[src/rtl/core/bra_pkg.sv]
// Package for the bitmap run allocator: beat payload types, codes and
// the command and status structs between controller and datapath.
// No dependencies; every other file in rtl/core imports this package.
package bra_pkg;

  // Pool size defaults and fixed field widths.
  localparam int TOTAL_BLOCKS_DEF = 64;
  localparam int MAX_USABLE       = 64;
  localparam int CNT_W            = 7;
  localparam int POS_W            = 6;
  localparam int ST_W             = 2;
  localparam logic [CNT_W-1:0] USABLE_RESET = 7'd64;

  // Item commands.
  localparam logic CMD_ALLOC = 1'b0;
  localparam logic CMD_FREE  = 1'b1;

  // Result status codes.
  localparam logic [ST_W-1:0] ST_OK      = 2'd0;
  localparam logic [ST_W-1:0] ST_NOSPACE = 2'd1;
  localparam logic [ST_W-1:0] ST_BAD     = 2'd2;

  // Datapath operation codes.
  localparam logic [3:0] OP_NONE       = 4'd0;
  localparam logic [3:0] OP_LOAD       = 4'd1;
  localparam logic [3:0] OP_INIT_ALLOC = 4'd2;
  localparam logic [3:0] OP_INIT_FREE  = 4'd3;
  localparam logic [3:0] OP_SCAN       = 4'd4;
  localparam logic [3:0] OP_PASS2      = 4'd5;
  localparam logic [3:0] OP_FOUND      = 4'd6;
  localparam logic [3:0] OP_SET        = 4'd7;
  localparam logic [3:0] OP_CHK        = 4'd8;
  localparam logic [3:0] OP_REWIND     = 4'd9;
  localparam logic [3:0] OP_CLR        = 4'd10;

  typedef struct packed {
    logic             command;
    logic [CNT_W-1:0] count;
    logic [POS_W-1:0] position;
  } in_item_t;

  typedef struct packed {
    logic [POS_W-1:0] start_block;
    logic [ST_W-1:0]  status;
  } out_item_t;

  // Controller to datapath.
  typedef struct packed {
    logic [3:0]      op;
    logic            res_we;
    logic [ST_W-1:0] res_status;
    logic            out_load;
  } ctl_cmd_t;

  // Datapath to controller.
  typedef struct packed {
    logic clearing;
    logic count_zero;
    logic is_free;
    logic free_oob;
    logic scan_end;
    logic pass2;
    logic bit_occ;
    logic run_hit;
    logic last;
    logic out_free;
  } dp_stat_t;

endpackage

[src/rtl/core/bra_dpath.sv]
// Datapath of the bitmap run allocator: occupancy bitmap, cursor, walk
// counters, config register and output register. Depends on bra_pkg.
// Executes one operation per cycle as commanded by bra_ctrl.
module bra_dpath #(
  parameter int MAP_BITS = bra_pkg::MAX_USABLE
) (
  input  logic                         clk,
  input  logic                         rst,
  input  bra_pkg::ctl_cmd_t            cmd,
  output bra_pkg::dp_stat_t            stat,
  input  bra_pkg::in_item_t            in_data,
  input  logic                         cfg_write_en,
  input  logic [bra_pkg::CNT_W-1:0]    cfg_write_data,
  output logic                         out_valid,
  input  logic                         out_stall,
  output bra_pkg::out_item_t           out_data
);
  import bra_pkg::*;

  localparam int IDX_W = (MAP_BITS > 1) ? $clog2(MAP_BITS) : 1;
  localparam logic [CNT_W-1:0] MAP_SIZE = CNT_W'(MAP_BITS);

  logic                map_mem [MAP_BITS];
  logic [CNT_W-1:0]    usable;
  logic [CNT_W-1:0]    cursor;
  in_item_t            item;
  logic [CNT_W-1:0]    idx;
  logic [CNT_W-1:0]    run;
  logic [CNT_W-1:0]    left;
  logic [CNT_W-1:0]    start;
  logic                pass2;
  logic [ST_W-1:0]     res_status;
  logic [POS_W-1:0]    res_start;
  logic                clearing;
  logic [IDX_W-1:0]    clr_idx;
  logic                bit_now;

  logic [CNT_W-1:0] size;
  logic [CNT_W-1:0] lim2;
  logic [CNT_W-1:0] scan_limit;
  logic [CNT_W-1:0] start_next;
  logic [CNT_W-1:0] idx_next;
  logic [CNT_W:0]   free_end;
  logic             map_we;
  logic [IDX_W-1:0] map_waddr;
  logic             map_wdata;

  // Effective pool size and the bound of the current scan pass.
  assign size       = (usable > MAP_SIZE) ? MAP_SIZE : usable;
  assign lim2       = (cursor < size) ? cursor : size;
  assign scan_limit = pass2 ? lim2 : size;
  assign free_end   = (CNT_W+1)'(item.position) + (CNT_W+1)'(item.count);
  assign start_next = idx + CNT_W'(1) - item.count;

  // Walk index for the next cycle; the bitmap is read at it, so the registered bit matches the walk index.
  always_comb begin
    idx_next = idx;
    case (cmd.op)
      OP_INIT_ALLOC: begin
        idx_next = cursor;
      end
      OP_INIT_FREE, OP_REWIND: begin
        idx_next = CNT_W'(item.position);
      end
      OP_SCAN, OP_SET, OP_CHK, OP_CLR: begin
        idx_next = idx + CNT_W'(1);
      end
      OP_PASS2: begin
        idx_next = '0;
      end
      OP_FOUND: begin
        idx_next = start_next;
      end
      default: begin
      end
    endcase
  end

  // Single bitmap write port: the clearing pass after reset, then marks and clears.
  always_comb begin
    map_we    = 1'b0;
    map_waddr = idx[IDX_W-1:0];
    map_wdata = 1'b0;
    if (clearing) begin
      map_we    = 1'b1;
      map_waddr = clr_idx;
    end else if (cmd.op == OP_SET) begin
      map_we    = 1'b1;
      map_wdata = 1'b1;
    end else if (cmd.op == OP_CLR) begin
      map_we = 1'b1;
    end
  end

  // Bitmap storage with a registered read of the block at the walk index.
  always_ff @(posedge clk) begin
    if (map_we) begin
      map_mem[map_waddr] <= map_wdata;
    end
    bit_now <= (idx_next < MAP_SIZE) ? map_mem[idx_next[IDX_W-1:0]] : 1'b0;
  end

  // Status back to the controller.
  always_comb begin
    stat.clearing   = clearing;
    stat.count_zero = (item.count == '0);
    stat.is_free    = (item.command == CMD_FREE);
    stat.free_oob   = (free_end > (CNT_W+1)'(size));
    stat.scan_end   = (idx >= scan_limit);
    stat.pass2      = pass2;
    stat.bit_occ    = bit_now;
    stat.run_hit    = !bit_now && ((run + CNT_W'(1)) == item.count);
    stat.last       = (left == CNT_W'(1));
    stat.out_free   = !out_valid || !out_stall;
  end

  // Clearing pass, cursor, config register and output valid.
  always_ff @(posedge clk) begin
    if (rst) begin
      clearing  <= 1'b1;
      clr_idx   <= '0;
      cursor    <= '0;
      usable    <= USABLE_RESET;
      out_valid <= 1'b0;
    end else begin
      if (clearing) begin
        clr_idx <= clr_idx + IDX_W'(1);
        if (clr_idx == IDX_W'(MAP_BITS - 1)) begin
          clearing <= 1'b0;
        end
      end
      if (cfg_write_en) begin
        usable <= cfg_write_data;
      end
      case (cmd.op)
        OP_SET: begin
          if (left == CNT_W'(1)) begin
            cursor <= start + item.count;
          end
        end
        OP_CLR: begin
          if (left == CNT_W'(1)) begin
            cursor <= CNT_W'(item.position);
          end
        end
        default: begin
        end
      endcase
      if (cmd.out_load) begin
        out_valid <= 1'b1;
      end else if (!out_stall) begin
        out_valid <= 1'b0;
      end
    end
  end

  // Item latch, walk counters and result registers.
  always_ff @(posedge clk) begin
    idx <= idx_next;
    case (cmd.op)
      OP_LOAD: begin
        item <= in_data;
      end
      OP_INIT_ALLOC: begin
        run   <= '0;
        pass2 <= 1'b0;
      end
      OP_INIT_FREE: begin
        left <= item.count;
      end
      OP_SCAN: begin
        run <= bit_now ? '0 : run + CNT_W'(1);
      end
      OP_PASS2: begin
        run   <= '0;
        pass2 <= 1'b1;
      end
      OP_FOUND: begin
        start <= start_next;
        left  <= item.count;
      end
      OP_SET, OP_CHK, OP_CLR: begin
        left <= left - CNT_W'(1);
      end
      OP_REWIND: begin
        left <= item.count;
      end
      default: begin
      end
    endcase
    if (cmd.res_we) begin
      res_status <= cmd.res_status;
      res_start  <= (cmd.res_status == ST_OK && item.command == CMD_ALLOC) ?
                    start[POS_W-1:0] : '0;
    end
    if (cmd.out_load) begin
      out_data.start_block <= res_start;
      out_data.status      <= res_status;
    end
  end

  // A run is only marked over free blocks and only cleared over occupied ones.
  a_set_free: assert property (@(posedge clk) disable iff (rst)
    cmd.op == OP_SET |-> !bit_now)
    else $error("allocation marks a block that is already occupied");

  a_clr_occ: assert property (@(posedge clk) disable iff (rst)
    cmd.op == OP_CLR |-> bit_now)
    else $error("free clears a block that is not occupied");

  a_cursor_range: assert property (@(posedge clk) disable iff (rst)
    cursor <= MAP_SIZE)
    else $error("search cursor beyond the bitmap");

  a_fail_zero: assert property (@(posedge clk) disable iff (rst)
    out_valid && out_data.status != ST_OK |-> out_data.start_block == '0)
    else $error("failed result carries a nonzero start block");

endmodule

[src/rtl/core/bra_ctrl.sv]
// Controller of the bitmap run allocator: sequences the search, mark,
// check and clear walks of bra_dpath one block per cycle. Depends on bra_pkg.
module bra_ctrl (
  input  logic              clk,
  input  logic              rst,
  input  logic              in_valid,
  output logic              in_stall,
  input  bra_pkg::dp_stat_t stat,
  output bra_pkg::ctl_cmd_t cmd
);
  import bra_pkg::*;

  localparam logic [2:0] S_IDLE   = 3'd0;
  localparam logic [2:0] S_CHECK  = 3'd1;
  localparam logic [2:0] S_SCAN   = 3'd2;
  localparam logic [2:0] S_SET    = 3'd3;
  localparam logic [2:0] S_FCHK   = 3'd4;
  localparam logic [2:0] S_FCLR   = 3'd5;
  localparam logic [2:0] S_FINISH = 3'd6;

  logic [2:0] state;
  logic [2:0] state_next;

  // Input beats wait while an item is in progress or the bitmap is being cleared.
  assign in_stall = (state != S_IDLE) || stat.clearing;

  // Next state and datapath command.
  always_comb begin
    state_next     = state;
    cmd.op         = OP_NONE;
    cmd.res_we     = 1'b0;
    cmd.res_status = ST_OK;
    cmd.out_load   = 1'b0;
    case (state)
      S_IDLE: begin
        if (in_valid && !stat.clearing) begin
          cmd.op     = OP_LOAD;
          state_next = S_CHECK;
        end
      end
      S_CHECK: begin
        if (stat.count_zero || (stat.is_free && stat.free_oob)) begin
          cmd.res_we     = 1'b1;
          cmd.res_status = ST_BAD;
          state_next     = S_FINISH;
        end else if (stat.is_free) begin
          cmd.op     = OP_INIT_FREE;
          state_next = S_FCHK;
        end else begin
          cmd.op     = OP_INIT_ALLOC;
          state_next = S_SCAN;
        end
      end
      S_SCAN: begin
        if (stat.scan_end) begin
          if (!stat.pass2) begin
            cmd.op = OP_PASS2;
          end else begin
            cmd.res_we     = 1'b1;
            cmd.res_status = ST_NOSPACE;
            state_next     = S_FINISH;
          end
        end else if (stat.run_hit) begin
          cmd.op     = OP_FOUND;
          state_next = S_SET;
        end else begin
          cmd.op = OP_SCAN;
        end
      end
      S_SET: begin
        cmd.op = OP_SET;
        if (stat.last) begin
          cmd.res_we     = 1'b1;
          cmd.res_status = ST_OK;
          state_next     = S_FINISH;
        end
      end
      S_FCHK: begin
        if (!stat.bit_occ) begin
          cmd.res_we     = 1'b1;
          cmd.res_status = ST_BAD;
          state_next     = S_FINISH;
        end else if (stat.last) begin
          cmd.op     = OP_REWIND;
          state_next = S_FCLR;
        end else begin
          cmd.op = OP_CHK;
        end
      end
      S_FCLR: begin
        cmd.op = OP_CLR;
        if (stat.last) begin
          cmd.res_we     = 1'b1;
          cmd.res_status = ST_OK;
          state_next     = S_FINISH;
        end
      end
      S_FINISH: begin
        if (stat.out_free) begin
          cmd.out_load = 1'b1;
          state_next   = S_IDLE;
        end
      end
      default: begin
        state_next = S_IDLE;
      end
    endcase
  end

  // State register.
  always_ff @(posedge clk) begin
    if (rst) begin
      state <= S_IDLE;
    end else begin
      state <= state_next;
    end
  end

  // A result is written only on entering finish, and loaded out only from finish.
  a_res_finish: assert property (@(posedge clk) disable iff (rst)
    cmd.res_we |=> state == S_FINISH)
    else $error("result written without entering finish");

  a_load_finish: assert property (@(posedge clk) disable iff (rst)
    cmd.out_load |-> state == S_FINISH && stat.out_free)
    else $error("output loaded outside finish or while occupied");

  a_accept_load: assert property (@(posedge clk) disable iff (rst)
    in_valid && !in_stall |=> state == S_CHECK)
    else $error("accepted beat did not start a check");

endmodule

[src/rtl/core/bitmap_run_allocator.sv]
// Bitmap run allocator, top level: next-fit allocation and free of block runs.
// Allocate scans from the cursor to the usable end, wraps once to block 0 if needed,
// then marks the found run; free checks every block of the range and then clears it;
// a zero count or a free range past the usable end is reported bad without a walk.
// One item at a time; a stalled output holds the result in finish.
// Sync reset: cursor 0, usable_blocks 64, output empty, then a bitmap clear pass.
module bitmap_run_allocator #(
  parameter int TOTAL_BLOCKS = bra_pkg::TOTAL_BLOCKS_DEF
) (
  input  logic                      clk,
  input  logic                      rst,
  input  logic                      in_valid,
  output logic                      in_stall,
  input  bra_pkg::in_item_t         in_data,
  output logic                      out_valid,
  input  logic                      out_stall,
  output bra_pkg::out_item_t        out_data,
  input  logic                      cfg_write_en,
  input  logic [bra_pkg::CNT_W-1:0] cfg_write_data
);
  import bra_pkg::*;

  // Only the first MAX_USABLE blocks can ever be addressed.
  localparam int MAP_BITS = (TOTAL_BLOCKS < MAX_USABLE) ? TOTAL_BLOCKS : MAX_USABLE;

  ctl_cmd_t cmd;
  dp_stat_t stat;

  bra_ctrl u_ctrl (
    .clk      (clk),
    .rst      (rst),
    .in_valid (in_valid),
    .in_stall (in_stall),
    .stat     (stat),
    .cmd      (cmd)
  );

  bra_dpath #(
    .MAP_BITS (MAP_BITS)
  ) u_dpath (
    .clk            (clk),
    .rst            (rst),
    .cmd            (cmd),
    .stat           (stat),
    .in_data        (in_data),
    .cfg_write_en   (cfg_write_en),
    .cfg_write_data (cfg_write_data),
    .out_valid      (out_valid),
    .out_stall      (out_stall),
    .out_data       (out_data)
  );

endmodule

[config.mk]
export PLATFORM = sky130hd
export DESIGN_NAME = bitmap_run_allocator
export DESIGN_NICKNAME = d
export VERILOG_FILES = /design/src/rtl/core/bra_pkg.sv /design/src/rtl/core/bra_dpath.sv /design/src/rtl/core/bra_ctrl.sv /design/src/rtl/core/bitmap_run_allocator.sv
export SDC_FILE = /design/constraint.sdc
export NUM_CORES = 1
export LEC_CHECK = 0
export BUFFER_PORTS_ARGS = -buffer_cell sky130_fd_sc_hd__buf_2
export CAP_MARGIN = 20
export CORE_MARGIN = 4
export CORE_UTILIZATION = 50
export DETAILED_ROUTE_END_ITERATION = 8
export PLACE_DENSITY = 0.71
export SETUP_SLACK_MARGIN = 0.1
export SYNTH_ARGS = -nofsm -noshare
export SYNTH_HDL_FRONTEND = slang
export SYNTH_SLANG_ARGS = --single-unit
[constraint.sdc]
create_clock -name clk -period 11.71 [get_ports clk]
set_input_delay 1.171 -clock clk [delete_from_list [all_inputs] [get_ports clk]]
set_output_delay 1.171 -clock clk [all_outputs]
set_load 0.02 [all_outputs]
# After elaboration in Yosys (flattened, before gate mapping)
# Memory sizes are Yosys's and may differ from the RTL's. A register that Yosys moved wholly into a read port is not among the register bits.
# Index checks and enable logic that the tools add are counted.
dict set report totals {
  ff_bits 84
  ramBits 64
  inputBits 26
  output_inout_bits 10
  elab_cells 139
  mem_count 1
}
dict set report op_classes {
  add_sub_neg 7
  n_lt_le_gt_ge 5
  n_eq_ne 28
  n_mux 51
  bitwise_logic 1
  reduce_logical 28
}
# name words word_bits rd rd_clocked_by_memory_dff write_ports line_no
set mem_list {}
lappend mem_list {u_dpath.map_mem 64 1 1 1 1 bra_dpath.sv:23} ;# logic map_mem [MAP_BITS];
# op count
set ops {}
lappend ops {{$mux W3} 17}
lappend ops {{$mux W7} 6}
lappend ops {{$pmux W7 S2} 3}
lappend ops {{$pmux W7 S5} 1}
lappend ops {{$pmux W4 S6} 1}
lappend ops {{$pmux W3 S6} 1}
lappend ops {{$eq A4 B3 Y1 const B} 4}
lappend ops {{$mux W1} 16}
lappend ops {{$add A7 B1 Y7 const B} 2}
lappend ops {{$eq A4 B4 Y1 const B} 3}
lappend ops {{$pmux W3 S4} 1}
lappend ops {{$eq A3 B3 Y1 const B} 3}
lappend ops {{$add A6 B7 Y8} 1}
lappend ops {{$eq A4 B2 Y1 const B} 2}
lappend ops {{$gt A8 B7 Y1} 1}
lappend ops {{$mux W4} 2}
lappend ops {{$reduce_bool A2 Y1} 4}
lappend ops {{$add A7 B7 Y7} 1}
lappend ops {{$eq A7 B1 Y1 const B} 1}
lappend ops {{$eq A7 B7 Y1} 1}
lappend ops {{$ge A7 B7 Y1} 1}
lappend ops {{$gt A7 B7 Y1 const B} 1}
lappend ops {{$logic_not A7 Y1} 1}
lappend ops {{$lt A7 B7 Y1} 1}
lappend ops {{27 further kinds} 45}

# Longest topological paths before layout
dict set report depth {
  ltp_word 14
  depth_mapped 32
  ltp_nobuf 27
}

# Cells and area by module
# A second synthesis with hierarchy kept.
dict set report unflattened {
  hier_cells 830
  hier_area_um2 8622.0
}
# mod n_inst cells_per_inst area_per_inst_um2 seq_area_each_um2
set modules_own_cells {}
lappend modules_own_cells {bra_dpath 1 768 8180.3 4083.9}
lappend modules_own_cells {bra_ctrl 1 62 441.7 60.1}

# Least setup slack after synthesis
# No wires, ideal clock.
dict set report synth_timing {
  path_type {register to register}
  startpoint {register u_dpath.usable[6]}
  endpoint {register u_dpath.bit_now (read register of u_dpath.map_mem)}
  setup_ps 124
  arrival_ps 5394
  t_required_ps 11586
  setup_slack_ps 6192
  path_stages_with_launch 28
  n_path_buf 2
  synth_period_minus_slack_ps 5518
  cell_sequence {dfxtp_1 inv_1 clkbuf_1 nand2_1 ha_1 a21oi_1 nor2b_1 o21ai_0 nand2b_1 a21oi_1 nor2b_1 o21ai_0 nand3b_1 mux2_2 ha_1 nand2b_1 a2111oi_4 o211a_1 a41oi_2 a31oi_4 o221ai_2 a311oi_4 buf_6 mux4_1 a22oi_1 nand4_1 o21ai_1 a211oi_2}
}
dict set report synth_between {
  elab_chain_cells 13
  word_cells_on_any_way 26
  classes_between {order compare (5); eq/ne (9); mux (7); reduce/logical (5)}
}
# element line_no
set synth_rtl {}
lappend synth_rtl {{start, declared} bra_dpath.sv:24} ;# logic [CNT_W-1:0] usable;
lappend synth_rtl {{start signal, assigned} bra_dpath.sv:133} ;# usable <= cfg_write_data;
lappend synth_rtl {{$gt A7 B7 Y1} bra_dpath.sv:49} ;# assign size = (usable > MAP_SIZE) ? MAP_SIZE : usable;
lappend synth_rtl {{$mux W7 (*)} bra_dpath.sv:49}
lappend synth_rtl {{$lt A7 B7 Y1} bra_dpath.sv:50} ;# assign lim2 = (cursor < size) ? cursor : size;
lappend synth_rtl {{$mux W7} bra_dpath.sv:50}
lappend synth_rtl {{$mux W7} bra_dpath.sv:51} ;# assign scan_limit = pass2 ? lim2 : size;
lappend synth_rtl {{$ge A7 B7 Y1} bra_dpath.sv:109} ;# stat.scan_end = (idx >= scan_limit);
lappend synth_rtl {{$mux W3} bra_ctrl.sv:55} ;# if (stat.scan_end) begin
lappend synth_rtl {{$pmux W4 S6 (*)} bra_ctrl.sv:34} ;# case (state)
lappend synth_rtl {{$eq A4 B3 Y1, or another cell as far along} bra_dpath.sv:58} ;# case (cmd.op)
lappend synth_rtl {{$reduce_or A4 Y1 or $reduce_or A2 Y1 (tied branches)} bra_dpath.sv:58}
lappend synth_rtl {{$pmux W7 S5 (*)} bra_dpath.sv:58}
lappend synth_rtl {{$lt A7 B7 Y1} bra_dpath.sv:100} ;# bit_now <= (idx_next < MAP_SIZE) ? map_mem[idx_next[IDX_W-1:0]] : 1'b0;
lappend synth_rtl {{$logic_not A1 Y1 (no source line)} --}
lappend synth_rtl {{end, declared} bra_dpath.sv:36} ;# logic bit_now;
# Every way passes the cells marked *; elsewhere a longest branch is shown, timed or not.
# A chain may end at the register's enable or synchronous reset.

# Worst setup path after layout
# Same ends and word-level chain as after synthesis.

==> impl_metrics.env <==
export IMPL_clockBufferDepth=2
export IMPL_slew_viol_final=0
export IMPL_drv_cap=0
export IMPL_cts_hold_buf=0
export IMPL_place_area_um2=8672
export IMPL_routed_wl_um=20630
export IMPL_finalSetupTns_ns=0
export IMPL_worstPathBufferInverterCount=2
export IMPL_cts_resized_gates=0
export IMPL_grt_pass1_vias=5954
export IMPL_synth_cell_types=77
export IMPL_avgSynthCellArea_um2=10.96
export IMPL_syn_num_nets=838
export IMPL_antenna_found_initial=0
export IMPL_crit_required_ns=12.01
export IMPL_worst_pin_slew_ns=0.9944
export IMPL_drt_initial_drc_count=516
export IMPL_power_leakage_uw=0.003482
export IMPL_drt_met1_wl_um=8891
export IMPL_routedWlPerCell_um=20.07
export IMPL_rsz0062_at_grt="false"
export IMPL_cp_end_kind="flop"
export IMPL_clk_transition_reported_paths_ns=0.07
export IMPL_io_buffer_count=35
export IMPL_setup_violations_final=0
export IMPL_path_max_fanout=14
export IMPL_post_cts_repair_setup_buffers=0
export IMPL_synth_top_area_share_pct=41.51
export IMPL_ir_drop_v=0.00009620
export IMPL_hp_class="reg2reg"
export IMPL_route_met3_wl_um=1023
export IMPL_finClkSkew_ns=0.01590
export IMPL_via_count=6063
export IMPL_area_growth_pct=10.45
export IMPL_clock_latency_ns=0.42
export IMPL_cp_slowest_cell="mux4_1"
export IMPL_die_width_um=137.6
export IMPL_numCtsBuffers=17
export IMPL_io_pins=36
export IMPL_cts_tree="built"
export IMPL_highest_layer="met4"
export IMPL_maxSlewHeadroom_pct=33.09
export IMPL_grt_max_degree=65
export IMPL_post_route_period_util_pct=56.43
export IMPL_crit_family="compound AO/OA/AOI/OAI gates"
export IMPL_drc=0
export IMPL_synth_edff_count=116
export IMPL_grt_usage_pct=22.70
export IMPL_post_drt_via_cell_ratio=5.898
export IMPL_route_met2_wl_um=10080
export IMPL_rrSetupSlack_ns=5.10
export IMPL_hold_viol_final=0
export IMPL_ys_async_sr_fraction_pct=0
export IMPL_dp_slack_ns=4.829
export IMPL_stdcell_area_um2=9269
export IMPL_diodes=0
export IMPL_synth_seq_cells=149
export IMPL_crit_arrival_ns=6.91
export IMPL_critPathMaxStageDelay_ns=0.60
export IMPL_core_um2=16520
export IMPL_overflow=0
export IMPL_initial_core_util_pct=50.78
export IMPL_ys_top_cells_by_area="edfxtp_1 42%, dfxtp_1 7.9%, ha_1 6.4%, nor2_1 5.7%, mux4_1 4.7%"
export IMPL_die_height_um=137.6
export IMPL_fin_crit_ns=6.608
export IMPL_cts_max_level=4
export IMPL_syn_cell_area_um2=8392
export IMPL_setup_slack_ns=5.102
export IMPL_fmaxAchievable_mhz=151.3
export IMPL_synth_seq_area_share_pct=49.38
export IMPL_clockRootBuffer="clkbuf_16"
export IMPL_ant_nets=0
export IMPL_firstDrtPassIters=5
export IMPL_cts_sinks=149
export IMPL_syn_inst=766
export IMPL_yosysWarnings=0
export IMPL_synthFlopType="edfxtp_1"
export IMPL_synth_most_common_cell="nor2_1"
export IMPL_die_area_um2=18920
export IMPL_p_per_area_nw_per_um2=124.8
export IMPL_place_congestion=0.9007
export IMPL_finish_net_count=867
export IMPL_yosysTopAreaCell="edfxtp_1"
export IMPL_outcome="complete, no violations"
export IMPL_startpoint_type="flop"
export IMPL_crit_type="reg2reg"
export IMPL_grt_pass1_wl_um=32330
export IMPL_rows=47
export IMPL_synth_common_cells="127 x nor2_1, 116 x edfxtp_1, 69 x nand2_1"
export IMPL_hpwl_um=15240
export IMPL_drive_gt1_share_pct=11.51
## per-stage QoR
stage	util (%)	cells	hold slack, ns	total power (uW)
4_1_cts	56.00	1027	0.4201	1162
3_3_place_gp	52.48	995	0.4041	617.3
5_1_grt	56.09	1028	0.4263	1191
3_5_place_dp	52.48	995	0.4057	618.9
2_1_floorplan	-	766	0.4003	605.7
6_report	56.09	1028	0.4166	1157
## placed cells by master (no fill, tap or decap), types with 5 or more instances in the layout
cell       Yosys  routed
a21o_1        10      10
a21oi_1       29      29
a22oi_1       10      10
a31oi_1       10      10
and2_1         7       7
buf_2          1      35
clkbuf_16      0      17
dfxtp_1       33      33
edfxtp_1     116     116
ha_1          43      43
inv_1         34      34
mux2i_1       12      12
mux4_1        15      15
nand2_1       69      69
nand2b_1       8       8
nand3_1       29      29
nand4_1        6       6
nor2_1       127     127
nor2b_1        9       9
nor3_1        15      15
o21a_1         5       5
o21ai_0       24      24
or3_1          5       5
xnor2_1       24      24
xor2_1        20      20
## where the power goes
part / internal (uW) / switching (uW) / leakage [uW]
sequential: 567 / 3.41 / 0.00136
combinational: 14.4 / 23.1 / 0.00186
clock: 318 / 230 / 0.000270
total: 900 / 257 / 0.00348
## logic make-up (layout without fill, tap and decap cells)
logic type / count (synthesis) / in the layout / synth area share [%]
compound gates: 134 / 134 / 11.64
simple gates: 301 / 301 / 16.59
fa+ha+maj: 46 / 46 / 7.127
mux: 29 / 29 / 6.396
xor+xnor: 46 / 46 / 5.218
flops: 149 / 149 / 49.38
buf+inv: 61 / 103 / 3.638
## state kept, by name, indices dropped and copies added (netlist names), 2 cells and up
| name | count |
|---|---|
| u_dpath.clr_idx | 6 |
| u_dpath.idx | 7 |
| u_dpath.res_status | 2 |
| u_dpath.usable | 7 |
| u_dpath.item | 13 |
| u_dpath.start | 7 |
| u_dpath.cursor | 7 |
| u_dpath.run | 7 |
| u_dpath.out_data | 8 |
| u_dpath.left | 7 |
| u_ctrl.state | 3 |
| u_dpath.res_start | 6 |
| u_dpath.map_mem | 64 |
## path summary, 6_finish.rpt
check | from | endpoint | cells past startpoint
worst min register to register | u_dpath.res_status[1]$_DFFE_PP_ | u_dpath.out_data[1]$_DFFE_PP_ | 0
worst max register to register | u_dpath.usable[6]$_SDFFE_PP1P_ | u_dpath.bit_now$_SDFF_PP0_ | 27
worst min-delay path | u_dpath.res_status[1]$_DFFE_PP_ | u_dpath.out_data[1]$_DFFE_PP_ | 0
worst max-delay path | u_dpath.usable[6]$_SDFFE_PP1P_ | u_dpath.bit_now$_SDFF_PP0_ | 27
## final cells by class
type / count / area [um^2]
tap: 220 / 275.3
multi-input combinational: 556 / 3943
sequential: 149 / 4144
timing repair buffer: 37 / 197.7
fill: 1409 / 7256
inverter: 34 / 127.6
clock inverter: 12 / 145.1
clock buffer: 20 / 436.7
## per-layer routing
metal  GRT usage, %  vias to the layer above
met3          4.748                       38
met2          37.58                      179
li1               -                     2863
met4          8.370                        0
met1          29.45                     2983
met5              0                        -
Note: power is estimated with default switching activity, not from simulation.
